$ cat config.mk
export PLATFORM = sky130hd
export DESIGN_NAME = gpc_isqrt
export DESIGN_NICKNAME = d
export VERILOG_FILES = /design/src/rtl/gpc_pkg.sv /design/src/rtl/gpc_isqrt.sv
export SDC_FILE = /design/constraint.sdc
export NUM_CORES = 1
export LEC_CHECK = 0
export ABC_AREA = 1
export BUFFER_PORTS_ARGS = -buffer_cell sky130_fd_sc_hd__buf_4
export CAP_MARGIN = 20
export CORE_UTILIZATION = 60
export DETAILED_ROUTE_END_ITERATION = 7
export GPL_TIMING_DRIVEN = 0
export PLACE_DENSITY = 0.77
export SYNTH_ARGS = -nofsm -noshare
export SYNTH_HDL_FRONTEND = slang
export SYNTH_SLANG_ARGS = --single-unit
$ cat constraint.sdc
create_clock -name clk -period 2.2 [get_ports clk]
set_input_delay 0.44 -clock clk [delete_from_list [all_inputs] [get_ports clk]]
set_output_delay 0.44 -clock clk [all_outputs]
set_load 0.02 [all_outputs]
$ cat src/rtl/gpc_pkg.sv
// shared constants, types and codes for the gradient pixel colour block
`timescale 1ns / 1ps
`default_nettype none

package gpc_pkg;

    localparam int COORD_BITS = 10;
    localparam int FRAC_BITS  = 16;

    localparam int CFG_W      = 24;
    localparam int REG_IDX_W  = 3;
    localparam int DIV_W      = 2 * COORD_BITS + 1;
    localparam int MAG_W      = COORD_BITS + 2;
    localparam int PROD_W     = 2 * COORD_BITS + 2;

    localparam logic [FRAC_BITS:0] ONE  = {1'b1, {FRAC_BITS{1'b0}}};
    localparam logic [FRAC_BITS:0] HALF = {2'b01, {(FRAC_BITS - 1){1'b0}}};

    localparam logic [COORD_BITS-1:0] MAX_X_RST = COORD_BITS'(63);
    localparam logic [COORD_BITS-1:0] MAX_Y_RST = COORD_BITS'(31);

    typedef enum logic [REG_IDX_W-1:0] {
        REG_START_RGB,
        REG_END_RGB,
        REG_BOX_MIN_X,
        REG_BOX_MIN_Y,
        REG_BOX_MAX_X,
        REG_BOX_MAX_Y,
        REG_DIRECTION,
        REG_EASING
    } reg_idx_t;

    typedef enum logic [1:0] {
        DIR_HORIZ,
        DIR_VERT,
        DIR_DIAG,
        DIR_RADIAL
    } dir_t;

    typedef enum logic [1:0] {
        EASE_LIN,
        EASE_IN_SQ,
        EASE_OUT_SQ,
        EASE_IN_OUT_SQ
    } ease_t;

    // how a divider lane result is to be taken
    typedef enum logic [1:0] {
        SEL_ZERO,
        SEL_ONE,
        SEL_QUOT
    } sel_t;

    typedef struct packed {
        sel_t sel_a;
        sel_t sel_b;
    } div_side_t;

endpackage

`default_nettype wire

$ cat src/rtl/gpc_isqrt.sv
// pipelined integer square root, one root bit per stage
`timescale 1ns / 1ps
`default_nettype none

module gpc_isqrt (
    input  wire logic                           clk,
    input  wire logic                           en,
    input  wire logic [2*gpc_pkg::FRAC_BITS-1:0] radicand,
    output logic      [gpc_pkg::FRAC_BITS-1:0]   root
);
    import gpc_pkg::*;

    localparam int FB = FRAC_BITS;

    logic [FB+1:0] rem_reg  [FB];
    logic [FB-1:0] root_reg [FB];
    logic [2*FB-1:0] v_reg  [FB];

    genvar i;
    generate
        for (i = 0; i < FB; i++)
        begin : g_stage
            logic [FB+1:0]   rin;
            logic [FB-1:0]   root_in;
            logic [2*FB-1:0] v_in;
            logic [FB+1:0]   cur;
            logic [FB+1:0]   trial;
            logic            ge;

            if (i == 0)
            begin : g_first
                assign rin     = '0;
                assign root_in = '0;
                assign v_in    = radicand;
            end
            else
            begin : g_rest
                assign rin     = rem_reg[i-1];
                assign root_in = root_reg[i-1];
                assign v_in    = v_reg[i-1];
            end

            // bring down two bits, try root*4+1
            assign cur   = {rin[FB-1:0], v_in[2*FB-1 -: 2]};
            assign trial = {root_in, 2'b01};
            assign ge    = (cur >= trial);

            always_ff @(posedge clk)
            begin
                if (en)
                begin
                    rem_reg[i]  <= ge ? (cur - trial) : cur;
                    root_reg[i] <= {root_in[FB-2:0], ge};
                    v_reg[i]    <= {v_in[2*FB-3:0], 2'b00};
                end
            end
        end
    endgenerate

    assign root = root_reg[FB-1];

endmodule

`default_nettype wire

==> results_dict.tcl <==
set metrics [dict create \
    outcome "finished, final reports clean" \
    grt_pass1_vias 20978 \
    drive_above_1_share 0.1274 \
    yosys.area.top_type "edfxtp_1" \
    ys_seq_area_frac 0.5802 \
    drt_iter0_drc 1662 \
    worst-setup-path-type "register to register" \
    final_area_um2 36140 \
    dieArea_um2 52670 \
    hp-class "input pin to register" \
    initial_utilization 0.6065 \
    slowest_stage "edfxtp_1" \
    dpl.hpwl_mm 47.30 \
    synth_ff_type "edfxtp_1" \
    area_growth_pct 16.40 \
    crit_top_cell "inv_1" \
    synth.area.top_cells "edfxtp_1, nand2_1, inv_1" \
    yosysWarningCount 0 \
    ys_types 46 \
    fin_crit_ns 2.169 \
    grt_max_degree 141 \
    synth.most_common_cell "nand2_1" \
    tightest_slew_ns 0.7363 \
    netlist_area_um2 31050 \
    crit_family "simple AND/OR/NAND/NOR gates" \
    finalCritPeriodShare 0.9861 \
    synth_edf_count 600 \
    fin_skew_ns 0.04375 \
    grt.overflow.total 0 \
    dieWidth_um 229.5 \
    max_cap_viol_count 0 \
    io_pins 50 \
    routed_via_density 5.275 \
    place_area_um2 32390 \
    dp_cells 3969 \
    cts_buffer_depth 3 \
    coreArea_um2 51200 \
    cts.clk_slew.worst_paths_ns 0.06 \
    cts_buffers 60 \
    htreeDepth 2 \
    antenna_found_initial 0 \
    diodes 0 \
    worst-path-max-fanout 10 \
    drt-pass1-iter-count 8 \
    p_leak_nw 16.08 \
    cts_root_buf "clkbuf_16" \
    async_reset_ff_frac 0 \
    setup_viol 0 \
    cts.sinks 600 \
    cp_num_buf_inv 4 \
    nNetsFinal 3621 \
    ant_nets 0 \
    clock_latency_ns 0.65 \
    portBuffers 49 \
    largest_reg_flops 240 \
    postSynthCellCount 3236 \
    yosysTopAreaCellShare 0.5802 \
    synth_seq_cells 600 \
    routed_wl_mm 66.40 \
    multiInputGateArea_um2 11640 \
    hold_viol_final 0 \
    worst_setup_path_start_kind "register" \
    cts_tree "built" \
    synth_fp_nets 3422 \
    cp_slowest_stage_delay_ns 0.42 \
    die_y_um 229.5 \
    max_freq_ghz 0.4609 \
    drc 0 \
    grt_pass1_wl_mm 104.4 \
    grtUsageTotal 0.2483 \
    layout.cells.non_filler 4165 \
    power.density_nw_per_um2 873.3 \
    max_slew_margin 0.5091 \
    maxSlewViolCount 0 \
    cp_data_arrival_time_ns 2.53 \
    placementRows 83 \
    gp_congestion 0.9121 \
    nFillCells 3720 \
    synth_common_cells "nand2_1, edfxtp_1, inv_1" \
    ir_drop_v 0.0008979 \
    required_ns 2.56 \
    wl_per_cell_um 15.94 \
    seq_area_um2 18020 \
    vias 21970 \
    crit_path_end_kind "register" \
    syn_avg_cell_area_um2 9.595 \
    cp_cell_sequence "inv_1, ha_4, nand2_1, inv_1, a21oi_1, nand2_2, nand3_2, nand3_4, inv_4, buf_6, a21oi_2" \
]
[stage by stage]
step / worst slack, ns / power (W) / hold WS, ns / util / setup TNS (ns)
finish: 0.03055 / 0.03156 / 0.08975 / 0.7059 / 0
global route: -0.03594 / 0.03313 / 0.06766 / 0.7059 / -0.3047
CTS: 0.002994 / 0.03111 / 0.04948 / 0.6800 / 0
detailed placement: -0.09943 / 0.02067 / 0.4045 / 0.6326 / -1.256
global placement: -3.860 / 0.02057 / 0.4006 / 0.6303 / -2264.04
floorplan: 0.3644 / 0.01887 / 0.4003 / - / 0
[per-layer routing]
| layer | GRT usage | part of all wire | up-vias |
|---|---|---|---|
| met5 | 0 | 0 | - |
| met4 | 0.07292 | 0.022 | 0 |
| met3 | 0.03237 | 0.052 | 108 |
| met2 | 0.4103 | 0.48 | 579 |
| met1 | 0.3441 | 0.45 | 10316 |
| li1 | - | - | 10967 |
[final timing paths]
kind         slack, ns              to       startpoint  cells past startpoint
max reg2reg       0.03  rem_reg[1][87]  root_reg[2][51]                     11
min reg2reg       0.39   v_reg[0][233]    v_reg[0][201]                      0
min               0.09   rem_reg[0][1]     radicand[30]                      3
max               0.03  rem_reg[1][87]  root_reg[2][51]                     11
[timing repair]
action,in CTS,in global routing
setup endpoints to repair,52,138
hold endpoints to repair,30,0
setup buffers,1,49
gates cloned,0,4
hold buffers,30,0
resized for setup,15,141
pin swaps,0,17
[cells by family (layout without fill, tap and decap cells)]
family	after synthesis	count (layout)	synth area share
buf+inv	605	852	0.07825
xor+xnor	85	85	0.02398
flops	600	600	0.5802
compound gates	202	202	0.03719
simple gates	1591	1593	0.2190
other cells	1	1	0.0001208
fa+ha+maj	152	152	0.06125
[power by group]
part / internal, W / switching (W) / leakage [nW]
Clock: 0.00599 / 0.00430 / 0.960
Combinational: 0.00250 / 0.00394 / 9.36
Sequential: 0.0141 / 0.000761 / 5.76
Total: 0.0226 / 0.00900 / 16.1
[worst min-delay path, delay by kind of cell]
family                 cells  cell delay [ns]
buffers and inverters      2             0.13
AND/OR/NAND/NOR            1             0.04
[final cells by class]
| cell class | instances | area share |
|---|---|---|
| flip-flops and latches | 600 | 0.4985 |
| multi-input cells | 2033 | 0.3221 |
| inverters | 581 | 0.06062 |
| clock buffers | 72 | 0.04279 |
| repair buffers | 135 | 0.03247 |
| well taps | 680 | 0.02354 |
| clock inverters | 40 | 0.01298 |
| plain buffers | 24 | 0.006993 |
[placed cells by master, fill, tap and decap left out, types with 50 or more instances in the layout]
master	Yosys	final
o21ai_0	57	54
clkbuf_16	0	60
ha_4	0	66
xor2_1	59	59
nand3_1	193	188
buf_4	3	102
edfxtp_1	600	600
nand2_1	1015	999
inv_1	568	560
nand4_1	50	50
a21oi_1	95	89
ha_1	152	77
nor2_1	202	189
No activity file was read; power rests on OpenSTA's default activity.
