$ cat config.mk
export PLATFORM = sky130hd
export DESIGN_NAME = gpc_frac_div
export DESIGN_NICKNAME = d
export VERILOG_FILES = /design/src/rtl/gpc_pkg.sv /design/src/rtl/gpc_frac_div.sv
export SDC_FILE = /design/constraint.sdc
export NUM_CORES = 1
export LEC_CHECK = 0
export BUFFER_PORTS_ARGS = -buffer_cell sky130_fd_sc_hd__buf_2
export CORE_MARGIN = 8
export CORE_UTILIZATION = 37
export DETAILED_ROUTE_END_ITERATION = 10
export GPL_TIMING_DRIVEN = 1
export HOLD_SLACK_MARGIN = 0.05
export PLACE_DENSITY = 0.6
export SLEW_MARGIN = 10
export SYNTH_ARGS = -nofsm -noshare
export SYNTH_HDL_FRONTEND = slang
export SYNTH_SLANG_ARGS = --single-unit
$ cat constraint.sdc
create_clock -name clk -period 13.23 [get_ports clk]
set_clock_uncertainty 0.2 [all_clocks]
set_input_delay 3.3075 -clock clk [delete_from_list [all_inputs] [get_ports clk]]
set_output_delay 3.3075 -clock clk [all_outputs]
set_load 0.01 [all_outputs]
$ cat src/rtl/gpc_pkg.sv
// shared constants, types and codes for the gradient pixel colour block
`timescale 1ns / 1ps
`default_nettype none

package gpc_pkg;

    localparam int COORD_BITS = 10;
    localparam int FRAC_BITS  = 16;

    localparam int CFG_W      = 24;
    localparam int REG_IDX_W  = 3;
    localparam int DIV_W      = 2 * COORD_BITS + 1;
    localparam int MAG_W      = COORD_BITS + 2;
    localparam int PROD_W     = 2 * COORD_BITS + 2;

    localparam logic [FRAC_BITS:0] ONE  = {1'b1, {FRAC_BITS{1'b0}}};
    localparam logic [FRAC_BITS:0] HALF = {2'b01, {(FRAC_BITS - 1){1'b0}}};

    localparam logic [COORD_BITS-1:0] MAX_X_RST = COORD_BITS'(63);
    localparam logic [COORD_BITS-1:0] MAX_Y_RST = COORD_BITS'(31);

    typedef enum logic [REG_IDX_W-1:0] {
        REG_START_RGB,
        REG_END_RGB,
        REG_BOX_MIN_X,
        REG_BOX_MIN_Y,
        REG_BOX_MAX_X,
        REG_BOX_MAX_Y,
        REG_DIRECTION,
        REG_EASING
    } reg_idx_t;

    typedef enum logic [1:0] {
        DIR_HORIZ,
        DIR_VERT,
        DIR_DIAG,
        DIR_RADIAL
    } dir_t;

    typedef enum logic [1:0] {
        EASE_LIN,
        EASE_IN_SQ,
        EASE_OUT_SQ,
        EASE_IN_OUT_SQ
    } ease_t;

    // how a divider lane result is to be taken
    typedef enum logic [1:0] {
        SEL_ZERO,
        SEL_ONE,
        SEL_QUOT
    } sel_t;

    typedef struct packed {
        sel_t sel_a;
        sel_t sel_b;
    } div_side_t;

endpackage

`default_nettype wire

$ cat src/rtl/gpc_frac_div.sv
// pipelined fractional divider, one quotient bit per stage, numerator below divisor
`timescale 1ns / 1ps
`default_nettype none

module gpc_frac_div (
    input  wire logic                         clk,
    input  wire logic                         en,
    input  wire logic [gpc_pkg::DIV_W-1:0]     num,
    input  wire logic [gpc_pkg::DIV_W-1:0]     den,
    output logic      [gpc_pkg::FRAC_BITS-1:0] quot
);
    import gpc_pkg::*;

    localparam int DW = DIV_W;
    localparam int FB = FRAC_BITS;

    logic [DW-1:0] rem_reg [FB];
    logic [DW-1:0] den_reg [FB];
    logic [FB-1:0] q_reg   [FB];

    genvar i;
    generate
        for (i = 0; i < FB; i++)
        begin : g_stage
            logic [DW-1:0] rin;
            logic [DW-1:0] din;
            logic [FB-1:0] qin;
            logic [DW:0]   r2;
            logic          ge;

            // stage operands
            if (i == 0)
            begin : g_first
                assign rin = num;
                assign din = den;
                assign qin = '0;
            end
            else
            begin : g_rest
                assign rin = rem_reg[i-1];
                assign din = den_reg[i-1];
                assign qin = q_reg[i-1];
            end

            // shift, trial subtract
            assign r2 = {rin, 1'b0};
            assign ge = (r2 >= {1'b0, din});

            always_ff @(posedge clk)
            begin
                if (en)
                begin
                    rem_reg[i] <= ge ? DW'(r2 - {1'b0, din}) : r2[DW-1:0];
                    den_reg[i] <= din;
                    q_reg[i]   <= {qin[FB-2:0], ge};
                end
            end
        end
    endgenerate

    assign quot = q_reg[FB-1];

endmodule

`default_nettype wire

==> results of run 1 <==
per-layer routing:
metal	global-route usage	wire length (um)	vias up
met5	0	0	-
met4	0.0695	4560	0
met3	0.0175	2110	228
met2	0.257	45300	432
met1	0.118	29900	13000
li1	-	-	13800
cells by family after synthesis:
family                     count (synthesis)  share of synthesized area
adders and majority gates                350                      0.104
DFF                                      766                      0.533
and+or+nand+nor                          750                     0.0853
buffers and inverters                    480                     0.0421
xor gates and xnor gates                 242                     0.0491
muxes                                    218                     0.0562
AOI/OAI and AO/OA                        878                      0.130
stage by stage:
step	instances	cell area (um2)	total power [uW]	setup WS, ns
CTS	5377	47900	11300	6.15
finish	5377	47900	11200	6.19
global placement	5226	45300	8910	5.56
global route	5377	47900	12000	5.98
floorplan	3684	43200	7840	6.74
detailed placement	5226	45300	8980	5.47
cell type report:
type / count / area [um2]
sequential: 766 / 23000
timing repair buffer: 78 / 473
clock buffer: 104 / 2240
inverter: 420 / 1580
clock inverter: 47 / 348
multi-input combinational: 2438 / 18400
tap: 1524 / 1910
fill: 11000 / 68100
worst max-delay path, stage by stage:
cell and delay (ns):
buf_2 0.09, inv_1 0.04, ha_1 0.33, nor2b_1 0.16
o21a_1 0.18, o21ai_0 0.25, a21oi_1 0.20, a311oi_1 0.59
nor2b_1 0.12, o311ai_0 0.45, a32o_1 1.04, mux2_2 0.43
synth_stat cells (6+ instances only):
| master | instances |
|---|---|
| a211o_1 | 13 |
| nand4_1 | 40 |
| nor2b_1 | 51 |
| nor3_1 | 52 |
| nand4b_1 | 9 |
| a31oi_1 | 21 |
| a21o_1 | 120 |
| nor4_1 | 19 |
| mux2i_1 | 21 |
| edfxtp_1 | 766 |
| and3_1 | 22 |
| o21a_1 | 59 |
| nand3b_1 | 7 |
| xor2_1 | 89 |
| a311oi_1 | 8 |
| o211ai_1 | 20 |
| fa_1 | 15 |
| and2_1 | 12 |
| inv_1 | 420 |
| a211oi_1 | 26 |
| xnor2_1 | 153 |
| o41a_1 | 6 |
| ha_1 | 335 |
| or2_2 | 17 |
| nand2b_1 | 41 |
| o21bai_1 | 27 |
| o31ai_1 | 20 |
| mux2_2 | 180 |
| nor2_1 | 215 |
| o41ai_1 | 6 |
| a21boi_0 | 13 |
| a2111oi_0 | 14 |
| or3_1 | 19 |
| buf_1 | 11 |
| mux2_1 | 17 |
| o31a_1 | 16 |
| nand3_1 | 61 |
| a21oi_1 | 276 |
| nand2_1 | 164 |
| clkbuf_1 | 47 |
| o21ai_0 | 175 |
report_power, final:
group | total [uW] | internal (uW) | switching, uW
registers | 3920 | 3610 | 309
logic | 5030 | 2340 | 2690
clock network | 2220 | 1280 | 940
total | 11200 | 7230 | 3940
how the worst min path moves through the flow:
stage                   endpoint
detailed placement  q_reg[0][34]
finish              q_reg[1][52]
floorplan           q_reg[0][17]
global placement     q_reg[3][4]
CTS                 q_reg[1][52]
global route         q_reg[3][7]
==> out/metrics.yaml, run 1 <==
synth-edff-count: 766
drive_gt1_frac: 0.106
clk_pin_slew_ns: 0.06
fin_util: 0.413
grt_pass1_wl_mm: 134
grt_overflow_total: 0
ys_ff_latch: 766
crit_path_start: "den[2]"
yosysTopAreaCell: "edfxtp_1"
post_cts_buffers: 0
synth_fp_nets: 4078
ant_nets: 0
cp_data_arrival_time_ns: 7.22
min_path_cells: 0
timing.rr.start: "rem_reg[1][22]"
slew_headroom: 0.204
die_x_um: 358
area_delta_synth_final_pct: 11.0
place_hpwl_mm: 61.0
status: "complete, no violations"
place.gp.congestion: 0.901
hold_slack_ns: 0.213
p_per_area_nw_per_um2: 233
postCtsHoldBufs: 0
final_common_cell: "edfxtp_1"
rsz0062_at_grt: "no"
synth_area_um2: 43200
startpoint_type: "primary input"
wl_per_cell_um: 15.2
end_kind: "flop"
ys_async_sr_fraction: 0
cts_made_buffers: 84
core_area_um2: 116000
vias_per_cell: 5.10
finalHoldViolCount: 0
tightest_slew_ns: 1.19
grt_pass1_vias: 28600
grt_usage: 0.126
tritoncts: "done"
layout.nets: 4182
cap_violations: 0
synth.distinct_cells: 74
setup_tns_ns: 0
antenna_cells_inserted: 0
cts_max_path_buffers: 3
ys_seq_area_frac: 0.533
fmax_mhz: 142
vias: 27400
setup_viol: 0
required_ns: 13.41
wirelength_mm: 81.8
port_buffers: 59
dieArea_um2: 128000
hold_start: "q_reg[1][35]"
synth_cells: 3684
drtPass1Iterations: 5
r2r_setup_slack_ns: 8.65
rows: 125
cts.htree.levels: 3
initial_core_util: 0.372
antenna_found_initial: 0
critPathMaxFanout: 22
synthFlopType: "edfxtp_1"
ir_drop_v: 0.000104
fin_crit_ns: 7.04
ctsResizeCount: 0
cts-root-buf: "clkbuf_16"
yosysTopAreaCellShare: 0.533
grt_max_degree: 191
io_pins: 60
synth_area_leaders: "edfxtp_1, ha_1, mux2_2"
reg2reg_depth: 10
hp-class: "flop to flop"
timing.final.crit_share: 0.532
p_leak_uw: 0.0193
dieHeight_um: 358
critPathKind: "primary input to flop"
yosysWarnings: 0
clock_sinks: 766
rr_endpoint: "rem_reg[1][57]"
avgSynthCellArea_um2: 11.7
drtIter0Drc: 1183
final_cell_mix: "edfxtp_1, inv_1, ha_1, a21oi_1, nor2_1"
drt_drc_violations_left: 0
endpoint: "rem_reg[0][6]"
insertion_delay_ns: 0.64
slew_viol_final: 0
(Power assumes the default switching activity.)
==> inputs of run 2 (changes only) <==
Clock period 13.23 ns to 6.9 ns, I/O delays scaled along.
==> run 2 against run 1 <==
- die area unchanged
- via count about the same
- combinational power up 91%
- register-to-register slack worse by 6.8 ns
- utilization up 0.32 points
- power up 95%
- routed wire length down 0.11%
- setup slack worse by 4.3 ns
- cell count up 0.19%
- critical path depth decreased by 1
- critical endpoint is now rem_reg[0][65]
- largest cell class unchanged
==> out/metrics.yaml, run 2 (synthesis results as in run 1) <==
antenna_found_initial: 0
wl_per_cell_um: 15.2
p_per_area_nw_per_um2: 452
sw_frac_of_total: 0.346
insertion_delay_ns: 0.63
setup_viol: 0
critPathKind: "flop to flop"
die_x_um: 358
startpoint_type: "flop"
tightest_slew_ns: 1.08
ir_drop_v: 0.000206
core_area_um2: 116000
io_pins: 60
timing.final.crit_share: 0.732
vias: 27400
internal-power_uw: 14300
drive_gt1_frac: 0.109
cp_data_arrival_time_ns: 5.23
cts.htree.levels: 3
area_delta_synth_final_pct: 11.9
grt_overflow_total: 0
fin_crit_ns: 5.05
vias_per_cell: 5.09
p_leak_uw: 0.0195
drtPass1Iterations: 5
grt_max_degree: 133
place_hpwl_mm: 60.9
ctsResizeCount: 0
drt_drc_violations_left: 0
p_switching_uw: 7550
layout.nets: 4185
antenna_cells_inserted: 0
slew_headroom: 0.281
clk_pin_slew_ns: 0.06
grt_pass1_vias: 28400
ant_nets: 0
drtIter0Drc: 1036
rows: 125
final_cell_mix: "edfxtp_1, inv_1, ha_1, a21oi_1, nor2_1"
postCtsHoldBufs: 0
cts_max_path_buffers: 3
dieHeight_um: 358
grt_usage: 0.126
clock_sinks: 766
slew_viol_final: 0
finalHoldViolCount: 0
tritoncts: "done"
cts-root-buf: "clkbuf_16"
cts_made_buffers: 86
critPathMaxFanout: 19
fmax_mhz: 198
required_ns: 7.08
place.gp.congestion: 0.907
power_frac_comb: 0.441
grt_pass1_wl_mm: 134
cap_violations: 0
p_clk_frac: 0.215
setup_tns_ns: 0
rsz0062_at_grt: "no"
end_kind: "flop"
wirelength_mm: 81.7
totalPowerFinal_uw: 21800
port_buffers: 59
status: "complete, no violations"
initial_core_util: 0.372
post_cts_buffers: 0
seqPwrFrac: 0.345
dieArea_um2: 128000
hp-class: "flop to flop"
nFillCells: 10900
final_common_cell: "edfxtp_1"
==> run 2: power by group through the flow <==
| stage | registers (uW) | logic [uW] | clock network, uW |
|---|---|---|---|
| 2_1_floorplan | 7380 | 7660 | 0 |
| 3_3_place_gp | 7610 | 9460 | 0 |
| 3_5_place_dp | 7620 | 9600 | 0 |
| 4_1_cts | 7530 | 9690 | 4840 |
| 5_1_grt | 7660 | 10700 | 5010 |
| 6_report | 7530 | 9620 | 4680 |
==> run 2: metal layers <==
metal / GRT usage / part of all wire / vias to the layer above
met1: 0.116 / 0.36 / 13000
met2: 0.261 / 0.56 / 457
met3: 0.0174 / 0.026 / 224
met5: 0 / 0 / -
met4: 0.0658 / 0.050 / 0
li1: - / - / 13800
==> run 2: layout make-up <==
type / instances / area, um2 / area share
tap: 1524 / 1910 / 0.0395
sequential: 766 / 23000 / 0.476
inverter: 420 / 1580 / 0.0326
multi-input combinational: 2438 / 18400 / 0.381
timing repair buffer: 79 / 531 / 0.0110
clock buffer: 107 / 2270 / 0.0471
clock inverter: 53 / 632 / 0.0131
==> run 2: per-stage QoR <==
stage               cells   util  hold WS (ns)  cell area [um2]  setup WS, ns
finish               5387  0.416         0.211            48300          1.85
global route         5387  0.416         0.221            48300          1.59
CTS                  5387  0.416         0.212            48300          1.82
detailed placement   5227  0.391         0.205            45400          1.55
global placement     5227  0.391         0.203            45400          1.55
floorplan            3684      -         0.200            43200          1.99
==> run 2: worst max-delay path, stage by stage, from the launching register on <==
cell,delay [ns]
edfxtp_1,0.40
ha_1,0.38
nor2b_1,0.17
o31a_1,0.28
o31a_1,0.32
a221o_1,0.44
o31ai_2,0.30
o22ai_1,0.18
or4b_4,0.55
a311oi_4,0.96
buf_4,0.28
mux2_2,0.33
==> run 2: path summary, 6_finish.rpt <==
path / end / slack [ns] / startpoint / depth (start not counted)
setup / recovery: rem_reg[0][65] / 1.85 / rem_reg[0][43] / 11
hold / removal: q_reg[1][53] / 0.21 / q_reg[1][36] / 0
setup reg to reg: rem_reg[0][65] / 1.85 / rem_reg[0][43] / 11
hold reg to reg: q_reg[1][53] / 0.21 / q_reg[1][36] / 0
==> inputs of run 3 (changes only) <==
Settings changed: PLACE_DENSITY 0.6 to 0.61.
Clock period 6.9 ns to 4.5 ns, I/O delays scaled along.
==> run 3 against run 2 <==
- global-route usage grew 0.20 points
- register-to-register slack lost 1.6 ns
- fmax grew 18%
- sequential share of layout area is essentially flat
- die area is the same
- final area is essentially flat
- largest cell class unchanged
- non-clock buffer count grew 31
- combinational power grew 56%
- critical path depth is the same
- cell count grew 0.45%
==> out/metrics.yaml, run 3 (synthesis results as in run 1) <==
cp_data_arrival_time_ns: 4.48
clock_sinks: 766
end_kind: "flop"
cts_max_path_buffers: 3
worst_slack_ns: 0.206
p_per_area_nw_per_um2: 685
grt_pass1_vias: 28700
tritoncts: "done"
startpoint_type: "flop"
hp-class: "flop to flop"
ant_nets: 0
clk_pin_slew_ns: 0.06
dieHeight_um: 358
dieArea_um2: 128000
port_buffers: 59
finalHoldViolCount: 0
drt_drc_violations_left: 0
fin_util: 0.416
post_cts_buffers: 0
layout.nets: 4213
drtIter0Drc: 1058
ctsResizeCount: 0
final_cell_mix: "edfxtp_1, inv_1, ha_1, a21oi_1, nor2_1"
initial_core_util: 0.372
ir_drop_v: 0.000317
p_leak_uw: 0.0195
pre_cts_slack_ns: 0.0937
grt_max_degree: 124
drive_gt1_frac: 0.113
io_pins: 60
critPathMaxFanout: 20
slew_viol_final: 0
timing.final.crit_share: 0.954
insertion_delay_ns: 0.65
required_ns: 4.69
rsz0062_at_grt: "no"
cts_made_buffers: 83
wl_per_cell_um: 15.4
vias_per_cell: 5.07
core_area_um2: 116000
die_x_um: 358
rows: 125
grt_pass1_wl_mm: 136
setup_tns_ns: 0
antenna_found_initial: 0
vias: 27500
fin_crit_ns: 4.29
drtPass1Iterations: 5
place_hpwl_mm: 61.8
place.gp.congestion: 0.910
cts-root-buf: "clkbuf_16"
antenna_cells_inserted: 0
final_common_cell: "edfxtp_1"
tightest_slew_ns: 1.07
critPathKind: "flop to flop"
grt_overflow_total: 0
slew_headroom: 0.286
cts.htree.levels: 3
status: "complete, no violations"
postCtsHoldBufs: 0
setup_viol: 0
cap_violations: 0
fmax_mhz: 233
grt_usage: 0.128
wirelength_mm: 83.1
area_delta_synth_final_pct: 11.9
==> run 3: changes by cell type in the layout (fill, tap and decap cells not counted) <==
cell	before	now
inv_6	3	2
bufinv_16	14	5
clkinv_1	17	19
clkinv_8	1	2
clkinvlp_4	6	0
clkbuf_1	19	20
clkbuf_16	88	84
buf_4	14	40
buf_12	6	11
clkinv_16	0	1
inv_16	0	2
clkinv_2	12	18
==> run 3: power breakdown <==
group          switching [uW]  internal (uW)
clock                    2820           3740
sequential                929          10600
combinational            7960           7030
==> run 3: critical path: stages, from the launching register on <==
cell      delay (ns)
edfxtp_1        0.40
ha_1            0.38
nor2b_1         0.17
o31a_1          0.28
o31a_1          0.31
a221o_1         0.43
o31ai_2         0.28
o22ai_1         0.18
or4b_4          0.55
a311oi_4        0.29
buf_12          0.21
mux2_2          0.34
==> run 3: routing by layer <==
metal | share of wire | global-route usage
met4 | 0.053 | 0.0657
met3 | 0.026 | 0.0179
met2 | 0.56 | 0.263
met5 | 0 | 0
met1 | 0.37 | 0.120
==> run 3: cell type report <==
class	count	area, um2
fill	10800	67700
sequential	766	23000
multi-input combinational	2438	18400
clock buffer	104	2180
tap	1524	1910
inverter	420	1580
timing repair buffer	110	826
clock inverter	49	432
==> run 3: metrics by stage <==
stage | power [uW] | hold WS [ns] | std cells | cell area [um2]
after floorplan | 23100 | 0.200 | 3684 | 43200
after global placement | 26400 | 0.201 | 5257 | 45700
after detailed placement | 26600 | 0.205 | 5257 | 45700
after CTS | 33400 | 0.213 | 5410 | 48300
after global routing | 35500 | 0.218 | 5411 | 48300
final | 33100 | 0.213 | 5411 | 48300
==> run 3: path summary, 6_finish.rpt <==
kind | start | to | slack (ns) | cells after the start
max | rem_reg[0][43] | rem_reg[0][65] | 0.21 | 11
min | q_reg[2][3] | q_reg[2][20] | 0.21 | 0
max reg2reg | rem_reg[0][43] | rem_reg[0][65] | 0.21 | 11
min reg2reg | q_reg[2][3] | q_reg[2][20] | 0.21 | 0
